## src/rtl/core/hcbp_pkg.sv

```systemverilog
package hcbp_pkg;

    // Operation codes carried on the input channel.
    localparam logic [1:0] OP_LOAD   = 2'd0;
    localparam logic [1:0] OP_ENCODE = 2'd1;
    localparam logic [1:0] OP_FLUSH  = 2'd2;

    localparam int MAX_CODE_LEN = 32;
    localparam int SYMBOL_COUNT = 256;

    localparam int SYM_W  = 8;
    localparam int CODE_W = 32;
    localparam int LEN_W  = 6;
    localparam int BYTE_W = 8;

    // Longest code that the table keeps; code_bits carries at most CODE_W bits.
    localparam int EFF_MAX_LEN = (MAX_CODE_LEN < CODE_W) ? MAX_CODE_LEN : CODE_W;

    // Table address width and the first symbol value outside the table.
    localparam int TBL_AW = (SYMBOL_COUNT > 1) ? $clog2(SYMBOL_COUNT) : 1;
    localparam logic [SYM_W:0] SYM_LIMIT = (SYM_W + 1)'(SYMBOL_COUNT);

    // Packing window: up to seven pending bits followed by one full code.
    localparam int WIN_W = CODE_W + BYTE_W;
    localparam int CNT_W = $clog2(WIN_W);

    // Job queue between the front and the packer.
    localparam int Q_DEPTH = 4;
    localparam int Q_AW    = $clog2(Q_DEPTH);
    localparam int Q_CW    = $clog2(Q_DEPTH + 1);

    // One job for the packer: a flush, or a code left-aligned in CODE_W bits.
    typedef struct packed {
        logic              flush;
        logic [CODE_W-1:0] code_left;
        logic [LEN_W-1:0]  len;
    } t_job;

endpackage

```

## src/rtl/core/hcbp_back.sv

```systemverilog
module hcbp_back
    import hcbp_pkg::*;
(
    input  logic              i_clk,
    input  logic              i_rst_n,
    input  logic              i_q_empty,
    input  t_job              i_job,
    output logic              o_pop,
    output logic              o_valid,
    input  logic              i_stall,
    output logic [BYTE_W-1:0] o_out_byte,
    output logic              o_last
);

    logic              r_busy;
    logic [WIN_W-1:0]  r_win;
    logic [CNT_W-1:0]  r_cnt;
    logic [BYTE_W-1:0] r_acc;
    logic [2:0]        r_pcnt;
    logic              r_out_vld;
    logic [BYTE_W-1:0] r_out_byte;
    logic              r_out_last;

    logic              n_busy;
    logic [WIN_W-1:0]  n_win;
    logic [CNT_W-1:0]  n_cnt;
    logic [BYTE_W-1:0] n_acc;
    logic [2:0]        n_pcnt;
    logic              n_out_vld;
    logic [BYTE_W-1:0] n_out_byte;
    logic              n_out_last;

    logic              out_free;
    logic [WIN_W-1:0]  head_win;
    logic [CNT_W-1:0]  head_cnt;
    logic              cur_vld;
    logic [WIN_W-1:0]  cur_win;
    logic [CNT_W-1:0]  cur_cnt;
    logic              has_byte;
    logic [CNT_W-1:0]  rem_cnt;
    logic [WIN_W-1:0]  rem_win;
    logic              fin;
    logic              emit;

    assign out_free = !r_out_vld || !i_stall;

    // The pending bits sit left-aligned in r_acc with zeros below them, so a
    // flush is simply a window of one byte when anything is pending.
    always_comb begin
        if (i_job.flush) begin
            head_win = {r_acc, {CODE_W{1'b0}}};
            head_cnt = (r_pcnt != 3'd0) ? CNT_W'(BYTE_W) : '0;
        end else begin
            head_win = {r_acc, {CODE_W{1'b0}}}
                     | ({i_job.code_left, {BYTE_W{1'b0}}} >> r_pcnt);
            head_cnt = CNT_W'(r_pcnt) + CNT_W'(i_job.len);
        end
    end

    assign cur_vld  = r_busy || !i_q_empty;
    assign cur_win  = r_busy ? r_win : head_win;
    assign cur_cnt  = r_busy ? r_cnt : head_cnt;
    assign has_byte = (cur_cnt >= CNT_W'(BYTE_W));
    assign rem_cnt  = cur_cnt - CNT_W'(BYTE_W);
    assign rem_win  = cur_win << BYTE_W;
    assign fin      = (rem_cnt < CNT_W'(BYTE_W));
    assign emit     = cur_vld && has_byte && out_free;
    assign o_pop    = !r_busy && !i_q_empty && (!has_byte || out_free);

    always_comb begin
        n_busy     = r_busy;
        n_win      = r_win;
        n_cnt      = r_cnt;
        n_acc      = r_acc;
        n_pcnt     = r_pcnt;
        n_out_vld  = r_out_vld && i_stall;
        n_out_byte = r_out_byte;
        n_out_last = r_out_last;
        if (emit) begin
            n_out_vld  = 1'b1;
            n_out_byte = cur_win[WIN_W-1 -: BYTE_W];
            n_out_last = fin;
            if (fin) begin
                n_busy = 1'b0;
                n_acc  = rem_win[WIN_W-1 -: BYTE_W];
                n_pcnt = rem_cnt[2:0];
            end else begin
                n_busy = 1'b1;
                n_win  = rem_win;
                n_cnt  = rem_cnt;
            end
        end else if (cur_vld && !has_byte) begin
            n_acc  = cur_win[WIN_W-1 -: BYTE_W];
            n_pcnt = cur_cnt[2:0];
        end
    end

    always_ff @(posedge i_clk) begin
        if (!i_rst_n) begin
            r_busy    <= 1'b0;
            r_acc     <= '0;
            r_pcnt    <= '0;
            r_out_vld <= 1'b0;
        end else begin
            r_busy    <= n_busy;
            r_acc     <= n_acc;
            r_pcnt    <= n_pcnt;
            r_out_vld <= n_out_vld;
        end
    end

    always_ff @(posedge i_clk) begin
        r_win      <= n_win;
        r_cnt      <= n_cnt;
        r_out_byte <= n_out_byte;
        r_out_last <= n_out_last;
    end

    assign o_valid    = r_out_vld;
    assign o_out_byte = r_out_byte;
    assign o_last     = r_out_last;

    a_busy_has_byte: assert property (@(posedge i_clk) disable iff (!i_rst_n)
        r_busy |-> (r_cnt >= CNT_W'(BYTE_W)))
        else $error("packer busy without a full byte in the window");

    a_flush_clears: assert property (@(posedge i_clk) disable iff (!i_rst_n)
        (o_pop && i_job.flush) |=> (r_pcnt == 3'd0 && r_acc == '0))
        else $error("accumulator not cleared after a flush");

    a_busy_holds_queue: assert property (@(posedge i_clk) disable iff (!i_rst_n)
        (r_busy && !fin) |=> r_busy)
        else $error("packer dropped a job with bytes left");

endmodule

```

## config.mk

```make
export PLATFORM = sky130hd
export DESIGN_NAME = hcbp_back
export DESIGN_NICKNAME = d
export VERILOG_FILES = /design/src/rtl/core/hcbp_pkg.sv /design/src/rtl/core/hcbp_back.sv
export SDC_FILE = /design/constraint.sdc
export NUM_CORES = 1
export LEC_CHECK = 0
export BUFFER_PORTS_ARGS = -buffer_cell sky130_fd_sc_hd__buf_2
export CORE_ASPECT_RATIO = 0.9
export CORE_MARGIN = 4
export CORE_UTILIZATION = 60
export CTS_BUF_LIST = sky130_fd_sc_hd__clkbuf_4
export DETAILED_ROUTE_END_ITERATION = 6
export PLACE_DENSITY = 0.83
export SETUP_SLACK_MARGIN = 0.15
export SLEW_MARGIN = 10
export SYNTH_ARGS = -nofsm -noshare
export SYNTH_HDL_FRONTEND = slang
export SYNTH_SLANG_ARGS = --single-unit
```

## constraint.sdc

```tcl
create_clock -name i_clk -period 9.1 [get_ports i_clk]
set_input_delay 2.73 -clock i_clk [delete_from_list [all_inputs] [get_ports i_clk]]
set_output_delay 2.73 -clock i_clk [all_outputs]
set_load 0.02 [all_outputs]
```

# Word level (Yosys, flattened, before mapping)
# Cells that the tools add are included.
dict set report totals {
  reg_bits 60
  latch_bits 0
  ramBits 0
  romBits 0
  input_bits 43
  out_inout_bits 11
  wordCells 49
  n_memories 0
}
dict set report classes {
  addsub 2
  multipliers 0
  div 0
  magnitude_cmp 2
  n_eq_ne 1
  shift 1
  muxes 13
  n_bitwise 2
  n_reduce_logical 19
}
# cell n
set op_table {}
lappend op_table {{$mux W40} 2}
lappend op_table {{$or A40 B40 Y40} 1}
lappend op_table {{$shr A40 B3 Y40} 1}
lappend op_table {{$mux W8} 3}
lappend op_table {{$mux W6} 2}
lappend op_table {{$mux W3} 3}
lappend op_table {{$add A3 B6 Y6} 1}
lappend op_table {{$ge A6 B4 Y1 const B} 1}
lappend op_table {{$logic_and A1 B1 Y1} 6}
lappend op_table {{$lt A6 B4 Y1 const B} 1}
lappend op_table {{$sub A6 B4 Y6 const B} 1}
lappend op_table {{$logic_not A1 Y1} 5}
lappend op_table {{$mux W4} 1}
lappend op_table {{$reduce_and A2 Y1} 2}
lappend op_table {{$logic_or A1 B1 Y1} 3}
lappend op_table {{$reduce_bool A3 Y1} 1}
lappend op_table {{$mux W1} 2}
lappend op_table {{$ne A2 B2 Y1 const B} 1}
lappend op_table {{$reduce_bool A2 Y1} 1}
lappend op_table {{$reduce_or A2 Y1} 1}
lappend op_table {{$not A1 Y1} 1}

# Depth between registers and ports, before layout
dict set report logic_depth {
  ltp_word 9
  mapped_depth 15
  mapped_depth_nobuf 14
}

# Least setup slack after synthesis
# Ideal clock, no wire load.
dict set report synth_timing {
  path_type {input to output}
  startpoint {input port i_job[0] (netlist name)}
  endpoint {output port o_pop}
  t_arrival_ps 5098
  required_ps 6370
  path_slack_ps 1272
  cell_stages 12
  n_path_buf 0
  path_cell_list {ha_1 > fa_1 > a21oi_1 > nor2b_1 > xnor2_1 > nor2_1 > a21oi_1 > ha_1 > inv_1 > o41a_1 > o2111ai_4 > a311oi_1}
}
dict set report synth_between {
  elab_chain_cells 7
}
# item line
set synth_lines {}
lappend synth_lines {{from (decl)} hcbp_back.sv:7} ;# input t_job i_job,
lappend synth_lines {{$add A3 B6 Y6} hcbp_back.sv:56} ;# head_cnt = CNT_W'(r_pcnt) + CNT_W'(i_job.len);
lappend synth_lines {{$mux W6} hcbp_back.sv:50} ;# if (i_job.flush) begin
lappend synth_lines {{$mux W6} hcbp_back.sv:62} ;# assign cur_cnt = r_busy ? r_cnt : head_cnt;
lappend synth_lines {{$ge A6 B4 Y1} hcbp_back.sv:63} ;# assign has_byte = (cur_cnt >= CNT_W'(BYTE_W));
lappend synth_lines {{$logic_not A1 Y1} hcbp_back.sv:68} ;# assign o_pop = !r_busy && !i_q_empty && (!has_byte || out_free);
lappend synth_lines {{$logic_or A1 B1 Y1} hcbp_back.sv:68}
lappend synth_lines {{$logic_and A1 B1 Y1} hcbp_back.sv:68}
lappend synth_lines {{to (decl)} hcbp_back.sv:8} ;# output logic o_pop,
# No other way between the ends.

# Worst setup path after layout
# Same ends and word-level chain as after synthesis.

==> results by group <==
Clock network
  • Post-CTS Hold Fix Bufs: 0
  • Max Root-Sink Buffers: 2
  • Total CTS buffers: 9
  • Worst-path clk slew: 90 ps
  • Clk root buf: clkbuf_4
  • Clk_lat worst skew: 410 ps
  • Post-CTS Setup Bufs: 0
  • TritonCTS clock tree: done
  • Post-CTS Resized: 0
  • Htree depth: 3
  • Clock Sink Count: 59

Worst hold path
  • Worst Hold Class: reg2reg

Place
  • HPWL Detailed: 5.91 mm
  • Pre-CTS WS: 880 ps
  • RePlAce Congestion: 0.861
  • Placed Instances: 465
  • Buffers on Ports: 53

Power
  • Pleak: 1.60 nW
  • Power Density: 368 nW/um^2
  • Peak supply drop: 0.148 mV
  • Total Power: 1.60 mW

Detailed routing
  • Via count: 2928
  • 1st-iter DRT viols: 188
  • Drc violations: 0
  • Post-route antenna net violation count: 0
  • DR WL/cell: 17.5 um
  • Avg Vias per Cell: 6.09
  • First drt pass iteration count: 4
  • Final WL: 8.42 mm

Yosys
  • Area leader, netlist: edfxtp_1
  • EDFF count, synth: 46
  • Main area contributors after synthesis: edfxtp_1 36%, mux2i_1 14%, mux4_2 7.6%
  • Main synth FF type: edfxtp_1
  • Yosys Warn Count: 0
  • Mapped cell area: 3860 um^2
  • Sequential fraction of the synthesis area: 42.5%
  • Syn_nets: 395
  • Synth top area share: 35.7%
  • Async set-reset flop share out of synthesis: 0%
  • Post-synthesis cell type count: 49
  • Syn Inst Count: 346
  • Synth Register Bits: 59
  • Syn avg cell area: 11.2 um^2

Timing
  • # setup viols final: 0
  • Slew headroom: 28.6%
  • Setup TNS: 0 ps
  • Period utilization: 90.7%
  • Max-slew violations: 0
  • Min cycle time layout: 8260 ps
  • Final setup margin: 844 ps
  • RSZ-0062 raised after global routing: false
  • Clock skew: 14.0 ps
  • Hold Vio Cnt, Final: 0
  • Achievable frequency: 121 MHz
  • Slew @ Worst Pin: 1070 ps

Cells and area
  • Fraction of layout cells with a size suffix above 1: 27.2%
  • Final #Nets: 438
  • Area of the multi-input gates: 2100 um^2
  • Seq. cell area: 1640 um^2
  • Final Non-Filler Cells: 481
  • Most frequent cells in the layout: 55 x mux2i_1, 53 x buf_2, 46 x nand2_1, 46 x edfxtp_1, 32 x o21ai_0
  • Antenna Cells: 0
  • Fill count: 472
  • Commonest non-fill, non-tap cell in the layout: mux2i_1
  • Area growth from synthesis to layout: 12.2%

Floorplanning
  • Die span in y: 84.1 um
  • Die X-Extent: 92.6 um
  • Die footprint: 7790 um^2
  • CORE AREA: 6180 um^2
  • Starting density of the core: 62.5%
  • Rows: 27
  • Top Ports: 54

Flow run
  • Max-cap violations: 0

Global route
  • GRT Total Usage: 22.7%
  • Vias in the first global route: 2914
  • Number of antenna violations at the first check in global routing: 0
  • Largest net degree at the start of global routing: 49
  • Global route overflow: 0
  • First-pass GRT wire length: 13.9 mm

Worst setup path
  • CP max FO: 5
  • Critical Path RT: 6370 ps
  • Setup CP Type: in2out
  • Element type at the critical path end: output pin
  • Setup crit start kind: primary input
  • WP data arrival: 5530 ps

Run status
  • Status: completed
[power by group]
part,leakage [nW],internal (mW),switching (mW)
Sequential,0.560,0.502,0.0875
Combinational,0.943,0.309,0.460
Clock,0.100,0.141,0.0961
[final cells by class]
class	count	area share, %
repair buffers	56	6.64
flip-flops and latches	59	37.9
multi-input cells	258	48.3
clock buffers	10	1.73
clock inverters	6	2.42
inverters	5	0.433
well taps	87	2.51
[through the flow]
stage	hold slack (ps)	util, %	cell area (um^2)
3_3_place_gp	454	67.2	4160
6_report	476	70.1	4340
3_5_place_dp	464	67.2	4160
2_1_floorplan	445	-	3860
5_1_grt	498	70.1	4340
4_1_cts	476	70.1	4340
[cells by family (layout without fill, tap and decap cells)]
| kind of cell | count (synthesis) | after routing | synth area share [%] |
|---|---|---|---|
| simple gates | 85 | 85 | 9.87 |
| compound gates | 83 | 83 | 14.6 |
| mux | 82 | 82 | 27.1 |
| flops | 59 | 59 | 42.5 |
| buf+inv | 29 | 77 | 3.37 |
| fa+ha+maj | 6 | 6 | 2.14 |
| xor+xnor | 2 | 2 | 0.453 |
[per-layer routing]
metal / track usage [%] / vias to the layer above / wire [um]
li1: - / 1412 / -
met1: 29.1 / 1402 / 3580
met2: 37.8 / 98 / 4200
met3: 5.29 / 16 / 504
met4: 8.23 / 0 / 144
met5: 0 / - / 0
[state kept, by name, summed over array words and instances (netlist names)]
| signal | cells |
|---|---|
| o_out_byte | 8 |
| r_cnt | 6 |
| r_pcnt | 3 |
| r_busy | 1 |
| o_valid | 1 |
| r_win | 31 |
| o_last | 1 |
| r_acc | 8 |
[critical path, stage by stage]
cell and delay (ps):
buf_2 100, ha_1 240, fa_1 430, a21oi_1 190
nor2b_1 80, xnor2_1 310, nor2_1 80, a21oi_1 200
ha_1 180, inv_1 40, o41a_1 450, o2111ai_4 180
a311oi_1 140, buf_2 180
[cells in the mapped netlist (2+ instances only)]
cell type / number
a211oi_1: 4
a21o_1: 2
a21oi_1: 16
a22o_1: 4
a311oi_1: 2
buf_1: 5
buf_2: 5
buf_6: 2
clkbuf_1: 12
dfxtp_1: 13
edfxtp_1: 46
ha_1: 5
inv_1: 4
mux2_2: 11
mux2i_1: 55
mux4_1: 3
mux4_2: 13
nand2_1: 46
nand3_1: 2
nor2_1: 18
nor2b_1: 9
o21ai_0: 32
o21bai_1: 3
o22ai_1: 7
or3_1: 2
xnor2_1: 2
[worst paths after layout]
path             start        to  slack (ps)  depth (start not counted)
max           i_job[0]     o_pop         840                         14
max reg2reg  r_pcnt[2]  r_cnt[5]        4410                         13
min           r_acc[3]  r_acc[3]         480                          2
min reg2reg   r_acc[3]  r_acc[3]         480                          2
No activity file was read; power rests on OpenSTA's default activity.
