<file path="src/rtl/core/hcbp_pkg.sv">
package hcbp_pkg;

    // Operation codes carried on the input channel.
    localparam logic [1:0] OP_LOAD   = 2'd0;
    localparam logic [1:0] OP_ENCODE = 2'd1;
    localparam logic [1:0] OP_FLUSH  = 2'd2;

    localparam int MAX_CODE_LEN = 32;
    localparam int SYMBOL_COUNT = 256;

    localparam int SYM_W  = 8;
    localparam int CODE_W = 32;
    localparam int LEN_W  = 6;
    localparam int BYTE_W = 8;

    // Longest code that the table keeps; code_bits carries at most CODE_W bits.
    localparam int EFF_MAX_LEN = (MAX_CODE_LEN < CODE_W) ? MAX_CODE_LEN : CODE_W;

    // Table address width and the first symbol value outside the table.
    localparam int TBL_AW = (SYMBOL_COUNT > 1) ? $clog2(SYMBOL_COUNT) : 1;
    localparam logic [SYM_W:0] SYM_LIMIT = (SYM_W + 1)'(SYMBOL_COUNT);

    // Packing window: up to seven pending bits followed by one full code.
    localparam int WIN_W = CODE_W + BYTE_W;
    localparam int CNT_W = $clog2(WIN_W);

    // Job queue between the front and the packer.
    localparam int Q_DEPTH = 4;
    localparam int Q_AW    = $clog2(Q_DEPTH);
    localparam int Q_CW    = $clog2(Q_DEPTH + 1);

    // One job for the packer: a flush, or a code left-aligned in CODE_W bits.
    typedef struct packed {
        logic              flush;
        logic [CODE_W-1:0] code_left;
        logic [LEN_W-1:0]  len;
    } t_job;

endpackage

</file>
<file path="src/rtl/core/hcbp_queue.sv">
module hcbp_queue
    import hcbp_pkg::*;
(
    input  logic            i_clk,
    input  logic            i_rst_n,
    input  logic            i_push,
    input  t_job            i_push_job,
    input  logic            i_pop,
    output t_job            o_head_job,
    output logic            o_empty,
    output logic [Q_CW-1:0] o_count
);

    t_job            r_mem [Q_DEPTH];
    logic [Q_AW-1:0] r_wp;
    logic [Q_AW-1:0] r_rp;
    logic [Q_CW-1:0] r_count;
    logic [Q_AW-1:0] n_wp;
    logic [Q_AW-1:0] n_rp;
    logic [Q_CW-1:0] n_count;

    always_comb begin
        n_wp    = r_wp;
        n_rp    = r_rp;
        n_count = r_count;
        if (i_push) begin
            n_wp = (r_wp == Q_AW'(Q_DEPTH - 1)) ? '0 : r_wp + Q_AW'(1);
        end
        if (i_pop) begin
            n_rp = (r_rp == Q_AW'(Q_DEPTH - 1)) ? '0 : r_rp + Q_AW'(1);
        end
        if (i_push && !i_pop) begin
            n_count = r_count + Q_CW'(1);
        end else if (i_pop && !i_push) begin
            n_count = r_count - Q_CW'(1);
        end
    end

    always_ff @(posedge i_clk) begin
        if (!i_rst_n) begin
            r_wp    <= '0;
            r_rp    <= '0;
            r_count <= '0;
        end else begin
            r_wp    <= n_wp;
            r_rp    <= n_rp;
            r_count <= n_count;
        end
    end

    always_ff @(posedge i_clk) begin
        if (i_push) begin
            r_mem[r_wp] <= i_push_job;
        end
    end

    assign o_head_job = r_mem[r_rp];
    assign o_empty    = (r_count == '0);
    assign o_count    = r_count;

    a_count_bound: assert property (@(posedge i_clk) disable iff (!i_rst_n)
        r_count <= Q_CW'(Q_DEPTH))
        else $error("job queue count beyond depth");

    a_no_overflow: assert property (@(posedge i_clk) disable iff (!i_rst_n)
        (r_count == Q_CW'(Q_DEPTH)) |-> (!i_push || i_pop))
        else $error("job pushed into a full queue");

    a_no_underflow: assert property (@(posedge i_clk) disable iff (!i_rst_n)
        o_empty |-> !i_pop)
        else $error("job popped from an empty queue");

endmodule

</file>
<file path="config.mk">
export PLATFORM = sky130hd
export DESIGN_NAME = hcbp_queue
export DESIGN_NICKNAME = d
export VERILOG_FILES = /design/src/rtl/core/hcbp_pkg.sv /design/src/rtl/core/hcbp_queue.sv
export SDC_FILE = /design/constraint.sdc
export NUM_CORES = 1
export LEC_CHECK = 0
export BUFFER_PORTS_ARGS = -buffer_cell sky130_fd_sc_hd__buf_4
export CORE_MARGIN = 5
export CORE_UTILIZATION = 45
export CTS_BUF_LIST = sky130_fd_sc_hd__clkbuf_4 sky130_fd_sc_hd__clkbuf_8
export DETAILED_ROUTE_END_ITERATION = 10
export HOLD_SLACK_MARGIN = 0.08
export MAX_ROUTING_LAYER = met4
export PLACE_DENSITY = 0.77
export SLEW_MARGIN = 20
export SYNTH_ARGS = -nofsm -noshare
export SYNTH_HDL_FRONTEND = slang
export SYNTH_SLANG_ARGS = --single-unit
</file>
<file path="constraint.sdc">
create_clock -name i_clk -period 1.94 [get_ports i_clk]
set_input_delay 0.194 -clock i_clk [delete_from_list [all_inputs] [get_ports i_clk]]
set_output_delay 0.194 -clock i_clk [all_outputs]
set_load 0.1 [all_outputs]
</file>
* Word level (Yosys, flattened, before mapping) *
Memory sizes are Yosys's and may differ from the RTL's. A register that Yosys moved wholly into a read port is not among the register bits.
Index checks and enable logic that the tools add are counted.

word-level totals
  flip-flop bits (word level) = 7
  input port bits = 43
  memories kept = 1
  output and inout port bits = 43
  word-level logic and storage cells = 24
  RAM bits = 156

memories
  memory  words  bits a word  rd ports  clocked after Yosys merged registers in  write ports  RTL line          RTL
  r_mem   4      39           1         1                                        1            hcbp_queue.sv:14  t_job r_mem [Q_DEPTH];

cells by class
  reduce and logical (&&, ||, !) cells = 6
  $add $sub $neg = 4
  muxes and demuxes = 8
  equality and inequality tests = 2

operator list
  kind                 count
  $mux 2               4
  $mux 3               2
  $add 2x1->2 const B  2
  $eq 2x2->1 const B   2
  $add 3x1->3 const B  1
  $logic_not 3->1      1
  $sub 3x1->3 const B  1
  $logic_and 1x1->1    2
  $logic_not 1->1      2
  $mux 1               2
  $reduce_bool 2->1    1

* Depth between registers and ports, before layout *
Gate-level depths: netlist of the first run.

  word-level depth = 4
  mapped depth = 7

* Least setup slack after synthesis of the first run *
No wires, ideal clock.

  path type = register -> output
  start point = register r_count[0] (netlist: o_count[0])
  end point = output port o_empty
  required time = 1746 ps
  path buffers = 0
  stages on the path, launching flop included = 2
  data arrival time = 2903 ps
  setup slack = -1157 ps
  cell sequence = dfxtp_1 > nor3_1

on the way
  cells in the longest elaborated chain, start to end = 1

ends and longest elaborated chain
  element                   RTL line          RTL
  start: declaration        hcbp_queue.sv:17  logic [Q_CW-1:0] r_count;
  start signal: assignment  hcbp_queue.sv:47  r_count <= n_count;
  $logic_not 3->1           hcbp_queue.sv:58  assign o_empty = (r_count == '0);
  end: declaration          hcbp_queue.sv:10  output logic o_empty,

No other way between the ends.

==> flow_summary.rst, run 1 <==
.. list-table::
   :header-rows: 1

   * - Metric
     - Value
   * - Worst Tran Pin Value
     - 1050 ps
   * - DRT antenna net count
     - 0
   * - Initial Utilization
     - 0.458
   * - Area fraction of the dominant cell type after synthesis
     - 0.772
   * - Slew Limit Fails
     - 0
   * - Final WS setup
     - -105 ps
   * - Setup CP Type
     - flop to output port
   * - Area growth from synthesis to layout
     - 32.5%
   * - Pwr per Cell Area
     - 1040 nW/um2
   * - Total of warnings raised by yosys
     - 0
   * - Violations in the final reports
     - negative setup slack
   * - Run status
     - complete, but fails checks
   * - Required time at the worst-slack endpoint
     - 1750 ps
   * - Crit start category
     - flop
   * - Worst-skew pair later-pin latency
     - 440 ps
   * - Net Count, Synth
     - 296
   * - Maximum number of pins on one net before global-route repair
     - 40
   * - Number of rows created at floorplan
     - 42
   * - Post-layout util
     - 0.607
   * - Number of hold violations in the final report
     - 0
   * - DIE AREA
     - 15900 um2
   * - Via count of the first global-routing pass
     - 3197
   * - Maximum resistive drop on vdd
     - 0.000737 V
   * - Synth Register Bits
     - 165
   * - Chip Height
     - 126 um
   * - Worst-path maximum fanout
     - 10
   * - Minimum clock period after layout
     - 2050 ps
   * - Max Cap Violations
     - 0
   * - Sinks on the clock net
     - 165
   * - Setup repair after global routing missed its margin
     - true
   * - Root buffer selected by CTS
     - clkbuf_8
   * - CTS buffer count
     - 17
   * - Drt first pass iters
     - 4
   * - Post-synthesis instance area
     - 6070 um2
   * - Layout cell share with drive strength beyond 1
     - 0.421
   * - Period utilization
     - 1.05
   * - Die Width
     - 126 um
   * - Initial antenna violation count
     - 1
   * - Mapped Avg Cell Area
     - 24.7 um2
   * - Setup total negative slack
     - -3030 ps
   * - Nets
     - 443
   * - Gpl congestion
     - 0.682
   * - HPWL after DPL
     - 6280 um
   * - Number of endpoints failing setup at the final stage
     - 39
   * - Top-level port count
     - 86
   * - Detailed-route DRC error count
     - 0
   * - Core Footprint
     - 13200 um2
   * - GR Util All Layers
     - 0.145
   * - Part of the Yosys area used for sequential elements
     - 0.802
   * - Maximum clock insertion buffer count
     - 2
   * - Worst slew slack as a fraction of its limit
     - 0.302
   * - Cell accounting for the most synthesized area
     - edfxtp_1
   * - Clock transition time at the flip-flop clock pins of the worst setup and hold paths
     - 80 ps
   * - First-pass GRT wire length
     - 16800 um
   * - Final Power
     - 8390 uW
   * - FMAX
     - 489 MHz
   * - Final wirelength
     - 10700 um
   * - Worst Setup End Kind
     - output port
   * - Overflow after GRT
     - 0
   * - Average wire per standard cell
     - 18.4 um
   * - Worst EP arrival
     - 1850 ps
   * - TritonCTS clock tree
     - done
   * - Number of input and output port buffers inserted
     - 85
   * - Static leakage
     - 0.00279 uW
   * - Max Clock Skew
     - 8.87 ps
   * - Initial DRC Count
     - 216
   * - Min-delay worst type
     - input port to flop
   * - Pre-CTS setup slack
     - 54.4 ps
   * - Number of H-tree levels
     - 4
   * - Post-Synthesis Cells
     - 246
   * - Top post-synthesis cells by area
     - edfxtp_1 77%, mux4_2 14%, dfxtp_1 3.0%, ha_1 1.2%, mux2i_1 0.66%
   * - Total via count after detailed routing
     - 2897
   * - Library cells used by synthesis
     - 21
   * - Vias per cell
     - 4.97
==> logic make-up after synthesis <==
kind of cell / Yosys count / synth area share
AO/OA/AOI/OAI: 3 / 0.00330
XOR/XNOR: 2 / 0.00289
buffers and inverters: 12 / 0.0115
flip-flops: 165 / 0.802
AND/OR/NAND/NOR: 14 / 0.0136
adder cells (fa/ha/maj): 7 / 0.0157
multiplexers: 43 / 0.151
==> registers in the layout (all words and copies together) (netlist names), named ones only <==
signal / flops
o_count: 3
r_mem: 156
r_rp: 2
r_wp: 2
==> power breakdown <==
part	internal, uW	total (uW)	switching (uW)
clock	1260	2380	1120
sequential	4070	4140	63.6
combinational	595	1880	1280
==> routing by layer <==
metal,global-route usage,vias to the layer above,wire (um)
met4,0.0492,0,75
met1,0.172,1482,4420
met5,-,-,0
met2,0.235,86,5650
met3,0.0500,7,581
li1,-,1322,-
==> Yosys cell counts <==
cell / n
a21boi_0: 1
and2_1: 5
buf_2: 2
buf_4: 2
buf_6: 2
clkbuf_1: 2
dfxtp_1: 9
edfxtp_1: 156
fa_1: 1
ha_1: 6
inv_1: 4
mux2i_1: 4
mux4_2: 39
nor2_1: 1
nor2b_1: 5
nor3_1: 2
o21a_1: 1
o21ai_0: 1
or3_1: 1
xnor2_1: 1
xor2_1: 1
==> critical path: stages, from the launching register on <==
cell     delay, ps
dfxtp_4        470
buf_12         190
mux4_2         550
buf_8          200
==> cell usage in the layout (no fill, tap or decap), types with 2 or more instances in the layout <==
cell type / Yosys / final
buf_8: 0 / 7
clkbuf_8: 0 / 19
edfxtp_1: 156 / 156
nor2b_1: 5 / 5
dlygate4sd3_1: 0 / 43
ha_1: 6 / 6
dfxtp_1: 9 / 7
bufinv_16: 0 / 2
mux2i_1: 4 / 4
mux4_2: 39 / 39
buf_4: 2 / 48
inv_1: 4 / 4
inv_4: 0 / 3
clkbuf_4: 0 / 4
and2_2: 0 / 3
buf_6: 2 / 32
buf_12: 0 / 4
clkinv_2: 0 / 4
==> cell type report <==
| cell class | instances | area [um2] |
|---|---|---|
| Tap cell | 176 | 220 |
| Clock inverter | 9 | 98.8 |
| Antenna cell | 1 | 2.50 |
| Clock buffer | 23 | 292 |
| Multi-Input combinational cell | 69 | 1150 |
| Inverter | 4 | 15.0 |
| Fill cell | 967 | 5200 |
| Sequential cell | 165 | 4870 |
| Timing Repair Buffer | 136 | 1390 |
==> metrics by stage <==
step / cells / hold slack, ps / area (um2)
finish: 583 / 495 / 8040
global route: 583 / 464 / 8040
CTS: 581 / 453 / 7980
detailed placement: 504 / 400 / 6970
global placement: 504 / 394 / 6970
floorplan: 246 / 293 / 6080
==> path summary, 6_finish.rpt <==
kind                                 from                      end  slack, ps  cells past startpoint
setup / recovery                     flop           o_head_job[26]       -110                      3
hold / removal             i_push_job[27]   r_mem[3][27]$_DFFE_PP_        490                      2
setup reg to reg     r_wp[0]$_SDFFE_PN0P_   r_mem[2][22]$_DFFE_PP_        110                      3
hold reg to reg   o_count[2]$_SDFFE_PN0P_  o_count[2]$_SDFFE_PN0P_        550                      2
==> timing repair <==
item	in CTS	in global routing
gates cloned	1	1
hold buffers	43	0
endpoints found under the hold margin	165	0
setup endpoints to repair	38	79
resized for setup	43	9
buffers inserted	1	0
No activity file was read; power rests on OpenSTA's default activity.
==> run 2, diff against run 1 <==
Settings changed: CORE_MARGIN 5 to 2.
==> flow_summary.rst, run 2 (synthesis results as in run 1) <==
.. list-table::
   :header-rows: 1

   * - Metric
     - Value
   * - Run status
     - complete, but fails checks (unchanged)
   * - Violations in the final reports
     - negative setup slack (unchanged)
   * - Number of hold violations in the final report
     - 0 (unchanged)
   * - Non-filler instance count after layout
     - 584 (was 583)
   * - Core Footprint
     - 13200 um2 (about the same)
   * - Vias per cell
     - 5.07 (was 4.97)
   * - Worst r2r path cells
     - 4 (was 3)
   * - Die Width
     - 120 um (was 126 um)
   * - Number of rows created at floorplan
     - 42 (unchanged)
   * - Final WS setup
     - -80.8 ps (was -105 ps)
   * - Drt first pass iters
     - 6 (was 4)
   * - Number of input and output port buffers inserted
     - 85 (unchanged)
   * - Worst EP arrival
     - 1830 ps (was 1850 ps)
   * - Worst reg2reg setup slack
     - 420 ps (was 110 ps)
   * - HPWL after DPL
     - 6160 um (was 6280 um)
   * - Most flop-heavy register
     - r_mem (unchanged)
   * - Slew Limit Fails
     - 0 (unchanged)
   * - Initial DRC Count
     - 211 (was 216)
   * - Maximum resistive drop on vdd
     - 0.000666 V (was 0.000737 V)
   * - TritonCTS clock tree
     - done (unchanged)
   * - Layout cell share with drive strength beyond 1
     - 0.426 (was 0.421)
   * - Required time at the worst-slack endpoint
     - 1750 ps (about the same)
   * - Nets
     - 445 (was 443)
   * - Max Cap Violations
     - 0 (unchanged)
   * - Overflow after GRT
     - 0 (unchanged)
   * - Max Clock Skew
     - 6.33 ps (was 8.87 ps)
   * - DIE AREA
     - 14400 um2 (was 15900 um2)
   * - Pwr per Cell Area
     - 1050 nW/um2 (was 1040 nW/um2)
   * - Number of setup buffers added after CTS
     - 0 (was 1)
   * - Number of endpoints failing setup at the final stage
     - 39 (unchanged)
   * - CTS buffer count
     - 17 (unchanged)
   * - Layout fillers
     - 928 (was 967)
   * - Root buffer selected by CTS
     - clkbuf_8 (unchanged)
   * - Critical R2R Capture
     - o_count[2]$_SDFFE_PN0P_ (was r_mem[2][22]$_DFFE_PP_)
   * - Static leakage
     - 0.00278 uW (was 0.00279 uW)
   * - HP Start
     - i_push_job[0] (was i_push_job[27])
   * - Final wirelength
     - 10700 um (about the same)
   * - Gpl congestion
     - 0.656 (was 0.682)
   * - Initial Utilization
     - 0.460 (was 0.458)
   * - Min-delay worst type
     - input port to flop (unchanged)
   * - Worst Tran Pin Value
     - 601 ps (was 1050 ps)
   * - DRT antenna net count
     - 0 (unchanged)
   * - Number of flip-flops in the largest register
     - 156 (unchanged)
   * - Crit start category
     - flop (unchanged)
   * - Detailed-route DRC error count
     - 0 (unchanged)
   * - Chip Height
     - 120 um (was 126 um)
   * - Top-level port count
     - 86 (unchanged)
   * - Worst-skew pair later-pin latency
     - 440 ps (about the same)
   * - Number of H-tree levels
     - 4 (unchanged)
   * - Setup CP Type
     - flop to output port (unchanged)
   * - Clock transition time at the flip-flop clock pins of the worst setup and hold paths
     - 80 ps (about the same)
   * - First-pass GRT wire length
     - 16400 um (was 16800 um)
   * - GR Util All Layers
     - 0.162 (was 0.145)
   * - Most common cell after layout, fill and taps aside
     - edfxtp_1 (unchanged)
   * - Total via count after detailed routing
     - 2962 (was 2897)
   * - Start of the worst register-to-register path
     - o_count[0]$_SDFFE_PN0P_ (was r_wp[0]$_SDFFE_PN0P_)
   * - Via count of the first global-routing pass
     - 3081 (was 3197)
   * - Cells after DPL
     - 509 (was 504)
   * - Period utilization
     - 1.04 (was 1.05)
   * - Worst hold path stage count
     - 2 (unchanged)
   * - Pre-CTS setup slack
     - 100 ps (was 54.4 ps)
   * - Maximum number of pins on one net before global-route repair
     - 40 (unchanged)
   * - Area growth from synthesis to layout
     - 32.3% (was 32.5%)
   * - Sinks on the clock net
     - 165 (unchanged)
   * - FMAX
     - 495 MHz (was 489 MHz)
   * - Average wire per standard cell
     - 18.3 um (was 18.4 um)
   * - Worst Hold Path EP
     - r_mem[0][0]$_DFFE_PP_ (was r_mem[3][27]$_DFFE_PP_)
   * - Setup repair after global routing missed its margin
     - true (unchanged)
   * - Worst slew slack as a fraction of its limit
     - 0.599 (was 0.302)
   * - Worst Setup End Kind
     - output port (unchanged)
   * - Initial antenna violation count
     - 0 (was 1)
   * - Leading cell types in the layout, fill and taps excluded
     - 156 x edfxtp_1, 53 x buf_4, 42 x dlygate4sd3_1, 39 x mux4_2, 37 x buf_6 (was 156 x edfxtp_1, 48 x buf_4, 43 x dlygate4sd3_1, 39 x mux4_2, 32 x buf_6)
   * - Minimum clock period after layout
     - 2020 ps (was 2050 ps)
   * - Maximum clock insertion buffer count
     - 2 (unchanged)
   * - Number of antenna cells inserted
     - 0 (was 1)
   * - Worst-path maximum fanout
     - 15 (was 10)
==> run 2: power breakdown <==
| part | switching [uW] | internal, uW | total, uW |
|---|---|---|---|
| Clock | 1190 | 1280 | 2470 |
| Combinational | 1280 | 577 | 1860 |
| Sequential | 58.8 | 4070 | 4130 |
| Total | 2530 | 5930 | 8450 |
==> run 2: worst max-delay path by stage <==
stage,startpoint,end,slack [ps],depth (start not counted)
after floorplan,o_count[0]$_SDFFE_PN0P_,o_count[2]$_SDFFE_PN0P_,-20,4
after global placement,r_wp[1]$_SDFFE_PN0P_,r_mem[0][13]$_DFFE_PP_,140,3
after detailed placement,r_wp[1]$_SDFFE_PN0P_,r_mem[0][38]$_DFFE_PP_,100,3
after CTS,flop,o_head_job[24],-130,3
after global routing,flop,o_head_job[25],-170,3
final,flop,o_head_job[27],-80,3
==> run 2: area by class of cell <==
| type | instances | area (um2) | area share |
|---|---|---|---|
| flip-flops and latches | 165 | 4870 | 0.607 |
| clock inverters | 11 | 124 | 0.0154 |
| multi-input cells | 69 | 1150 | 0.143 |
| clock buffers | 21 | 289 | 0.0360 |
| well taps | 176 | 220 | 0.0274 |
| repair buffers | 138 | 1360 | 0.169 |
| inverters | 4 | 15.0 | 0.00187 |
==> run 2: layer usage <==
layer	wire, um	global-route usage	vias to the layer above
li1	-	-	1331
met1	4530	0.202	1532
met2	5520	0.252	84
met3	472	0.0518	15
met4	167	0.0603	0
met5	0	-	-
==> run 2: metrics by stage <==
stage	hold WS (ps)	power [uW]	cell area [um2]	setup TNS (ps)	util
detailed placement	398	5910	7010	0	0.531
CTS	456	8540	8020	-3830	0.608
global route	453	8740	8030	-5170	0.609
finish	492	8450	8030	-1700	0.609
floorplan	293	5500	6080	-23.6	-
global placement	394	5880	7010	0	0.531
==> run 2: what timing repair did <==
action | CTS | global route
gates cloned | 1 | 0
endpoints found under the setup margin | 39 | 39
hold buffers | 42 | 0
endpoints found under the hold margin | 165 | 0
gates resized for setup | 41 | 2
==> run 2: critical path: stages (launching register included) <==
cell and delay, ps:
dfxtp_4 430, buf_12 200, mux4_2 550, buf_6 210
==> run 3, diff against run 2 <==
Settings changed: ABC_AREA from default to 1, PLACE_DENSITY 0.77 to 0.76.
==> flow_summary.rst, run 3 <==
.. list-table::
   :header-rows: 1

   * - Metric
     - Value
   * - Area fraction of the dominant cell type after synthesis
     - 0.751 (was 0.772)
   * - Mapped Avg Cell Area
     - 14.3 um2 (was 24.7 um2)
   * - Cells after DPL
     - 693 (was 509)
   * - Most frequent cells after synthesis
     - 156 x edfxtp_1, 86 x nor2_1, 79 x o21ai_0 (was 156 x edfxtp_1, 39 x mux4_2, 9 x dfxtp_1)
   * - Cell-internal power
     - 5800 uW (was 5930 uW)
   * - Post-layout instance area
     - 8600 um2 (was 8030 um2)
   * - Standard cell with the maximum stage delay on the critical path
     - dfxtp_4 (was mux4_2)
   * - Top-level port count
     - 86 (unchanged)
   * - Worst hold slack
     - 120 ps (was 492 ps)
   * - Number of hold violations in the final report
     - 0 (unchanged)
   * - Worst r2r path cells
     - 5 (was 4)
   * - Setup CP Type
     - flop to output port (unchanged)
   * - Number of flip-flops in the largest register
     - 156 (unchanged)
   * - Cell repeated most along the worst path
     - buf_12
   * - Start of the worst register-to-register path
     - r_wp[0]$_SDFFE_PN0P_ (was o_count[0]$_SDFFE_PN0P_)
   * - Switching power summed over all nets
     - 2890 uW (was 2530 uW)
   * - Worst EP arrival
     - 1700 ps (was 1830 ps)
   * - Critical R2R Capture
     - r_mem[2][0]$_DFFE_PP_ (was o_count[2]$_SDFFE_PN0P_)
   * - Leading cell types in the layout, fill and taps excluded
     - 156 x edfxtp_1, 86 x nor2_1, 55 x o21ai_0, 49 x buf_4, 41 x dlygate4sd3_1 (was 156 x edfxtp_1, 53 x buf_4, 42 x dlygate4sd3_1, 39 x mux4_2, 37 x buf_6)
   * - Number of antenna cells inserted
     - 0 (unchanged)
   * - Final wirelength
     - 14100 um (was 10700 um)
   * - Chip Height
     - 122 um (was 120 um)
   * - Root buffer selected by CTS
     - clkbuf_8 (unchanged)
   * - Final Power
     - 8690 uW (was 8450 uW)
   * - Worst reg2reg setup slack
     - 440 ps (was 420 ps)
   * - Die Width
     - 122 um (was 120 um)
   * - Non-filler instance count after layout
     - 770 (was 584)
   * - Overflow after GRT
     - 0 (unchanged)
   * - GR Util All Layers
     - 0.195 (was 0.162)
   * - Static leakage
     - 0.00314 uW (was 0.00278 uW)
   * - DRT antenna net count
     - 0 (unchanged)
   * - First-pass GRT wire length
     - 21100 um (was 16400 um)
   * - Layout cell share with drive strength beyond 1
     - 0.320 (was 0.426)
   * - Critical path, cell by cell
     - buf_12 > o21ai_0 > o22ai_2 > buf_12 (was buf_12 > mux4_2 > buf_6)
   * - Total via count after detailed routing
     - 4122 (was 2962)
   * - Pwr per Cell Area
     - 1010 nW/um2 (was 1050 nW/um2)
   * - Capture point of the worst path
     - o_head_job[20] (was o_head_job[27])
   * - Proportion of power drawn by flip-flops and latches
     - 0.474 (was 0.488)
   * - Clock transition time at the flip-flop clock pins of the worst setup and hold paths
     - 90 ps (was 80 ps)
   * - Number of rows created at floorplan
     - 43 (was 42)
   * - Worst slew slack as a fraction of its limit
     - 0.750 (was 0.599)
   * - Area growth from synthesis to layout
     - 37.9% (was 32.3%)
   * - Worst-skew pair later-pin latency
     - 440 ps (about the same)
   * - Core Footprint
     - 13700 um2 (was 13200 um2)
   * - Maximum number of pins on one net before global-route repair
     - 35 (was 40)
   * - Number of H-tree levels
     - 4 (unchanged)
   * - Slew Limit Fails
     - 0 (unchanged)
   * - Combinational share of power
     - 0.262 (was 0.220)
   * - Cell accounting for the most synthesized area
     - edfxtp_1 (unchanged)
   * - Post-synthesis instance area
     - 6240 um2 (was 6070 um2)
   * - Post-place instance area
     - 7440 um2 (was 7010 um2)
   * - Initial Utilization
     - 0.455 (was 0.460)
   * - Number of endpoints failing setup at the final stage
     - 0 (was 39)
   * - Synth Flop Type
     - edfxtp_1 (unchanged)
   * - Required time at the worst-slack endpoint
     - 1750 ps (about the same)
   * - Detailed-route DRC error count
     - 0 (unchanged)
   * - Vias per cell
     - 5.35 (was 5.07)
   * - Most numerous cell in the Yosys netlist
     - edfxtp_1 (unchanged)
   * - Initial DRC Count
     - 484 (was 211)
   * - Top post-synthesis cells by area
     - edfxtp_1 75%, o21ai_0 6.3%, nor2_1 5.2%, o22ai_1 3.9%, dfxtp_1 2.9% (was edfxtp_1 77%, mux4_2 14%, dfxtp_1 3.0%, ha_1 1.2%, mux2i_1 0.66%)
   * - Minimum clock period after layout
     - 1890 ps (was 2020 ps)
   * - Post-layout util
     - 0.627 (was 0.609)
   * - Net Sw Frac
     - 0.332 (was 0.299)
   * - TritonCTS clock tree
     - done (unchanged)
   * - Library cells used by synthesis
     - 23 (was 21)
   * - Worst-path maximum fanout
     - 32 (was 15)
   * - Part of the total power dissipated in the clock network
     - 0.264 (was 0.292)
   * - Run status
     - finished clean (was complete, but fails checks)
   * - Most common cell after layout, fill and taps aside
     - edfxtp_1 (unchanged)
   * - Worst Setup End Kind
     - output port (unchanged)
   * - Share of synthesized registers carrying an async set or reset
     - 0 (unchanged)
   * - Period utilization
     - 0.974 (was 1.04)
   * - Initial antenna violation count
     - 0 (unchanged)
   * - Total of warnings raised by yosys
     - 0 (unchanged)
   * - DIE AREA
     - 14800 um2 (was 14400 um2)
   * - Post-Synthesis Cells
     - 436 (was 246)
   * - Most flop-heavy register
     - r_mem (unchanged)
   * - Min-delay worst type
     - input port to flop (unchanged)
   * - Maximum clock insertion buffer count
     - 2 (unchanged)
   * - Largest stage delay, worst path
     - 440 ps (was 550 ps)
   * - Nets
     - 627 (was 445)
   * - Via count of the first global-routing pass
     - 4178 (was 3081)
   * - Sinks on the clock net
     - 165 (unchanged)
   * - Part of the Yosys area used for sequential elements
     - 0.780 (was 0.802)
   * - Gpl congestion
     - 0.740 (was 0.656)
   * - Crit start category
     - flop (unchanged)
   * - Layout fillers
     - 965 (was 928)
   * - Number of enable flip-flop cells after synthesis
     - 156 (unchanged)
   * - Setup repair after global routing missed its margin
     - true (unchanged)
   * - Max Cap Violations
     - 0 (unchanged)
   * - Number of input and output port buffers inserted
     - 85 (unchanged)
   * - CTS buffer count
     - 17 (unchanged)
   * - HPWL after DPL
     - 8230 um (was 6160 um)
   * - Worst hold path stage count
     - 3 (was 2)
   * - Net Count, Synth
     - 486 (was 296)
   * - Maximum resistive drop on vdd
     - 0.000643 V (was 0.000666 V)
   * - Synth Register Bits
     - 165 (unchanged)
   * - Worst Tran Pin Value
     - 375 ps (was 601 ps)
   * - FMAX
     - 529 MHz (was 495 MHz)
   * - Average wire per standard cell
     - 18.3 um (about the same)
   * - Drt first pass iters
     - 5 (was 6)
   * - Max Clock Skew
     - 12.1 ps (was 6.33 ps)
[run 3: metal layers]
metal | global-route usage | vias up | part of all wire
met3 | 0.0421 | 24 | 0.052
li1 | - | 1903 | -
met1 | 0.238 | 2048 | 0.41
met4 | 0.0647 | 0 | 0.021
met2 | 0.325 | 147 | 0.52
met5 | - | - | 0
[run 3: worst min-delay path by stage]
stage,from,endpoint,slack (ps)
final,i_push,r_wp[1]$_SDFFE_PN0P_,120
after global routing,i_push,r_wp[1]$_SDFFE_PN0P_,120
after CTS,i_push,r_wp[1]$_SDFFE_PN0P_,90
after detailed placement,i_push_job[21],r_mem[0][21]$_DFFE_PP_,400
after global placement,i_push_job[37],r_mem[0][37]$_DFFE_PP_,390
after floorplan,i_push_job[0],r_mem[0][0]$_DFFE_PP_,290
[run 3: worst max-delay path, delay by kind of cell, from the launching register on]
family | cells | cell delay (ps)
flip-flops | 1 | 440
AO/OA/AOI/OAI | 2 | 400
buffers and inverters | 2 | 410
[run 3: cells by family (layout without fill, tap and decap cells)]
family | Yosys count | in the layout | share of synthesized area
AO/OA/AOI/OAI | 123 | 123 | 0.106
buffers and inverters | 41 | 195 | 0.0365
adder cells (fa/ha/maj) | 7 | 7 | 0.0152
XOR/XNOR | 1 | 1 | 0.00140
flip-flops | 165 | 165 | 0.780
AND/OR/NAND/NOR | 99 | 99 | 0.0608
[run 3: what timing repair did]
| item | CTS | global route |
|---|---|---|
| pin swaps | 0 | 1 |
| endpoints found under the hold margin | 163 | 0 |
| setup endpoints to repair | 39 | 39 |
| resized for setup | 54 | 49 |
| gates cloned | 0 | 3 |
| buffers inserted | 0 | 1 |
| hold buffers | 41 | 0 |
[run 3: metrics by stage]
| stage | worst slack (ps) | setup TNS, ps |
|---|---|---|
| floorplan | -297 | -297 |
| global placement | 400 | 0 |
| detailed placement | 371 | 0 |
| CTS | -18.2 | -55.3 |
| global route | -30.9 | -133 |
| finish | 51.0 | 0 |
[run 3: cell type report]
class,count,area (um2),area share
flip-flops and latches,165,4870,0.566
multi-input cells,230,1410,0.164
inverters,16,75.1,0.00873
repair buffers,146,1640,0.191
well taps,180,225,0.0262
clock buffers,19,249,0.0289
clock inverters,13,128,0.0148
repair inverters,1,8.76,0.00102
[run 3: power by group through the flow]
stage                     Clock (uW)  Sequential (uW)  Combinational [uW]
after floorplan                    0             4250                1420
after CTS                       2320             4110                2190
after global routing            2470             4130                2370
after detailed placement           0             4190                1980
final                           2290             4120                2280
after global placement             0             4180                1950
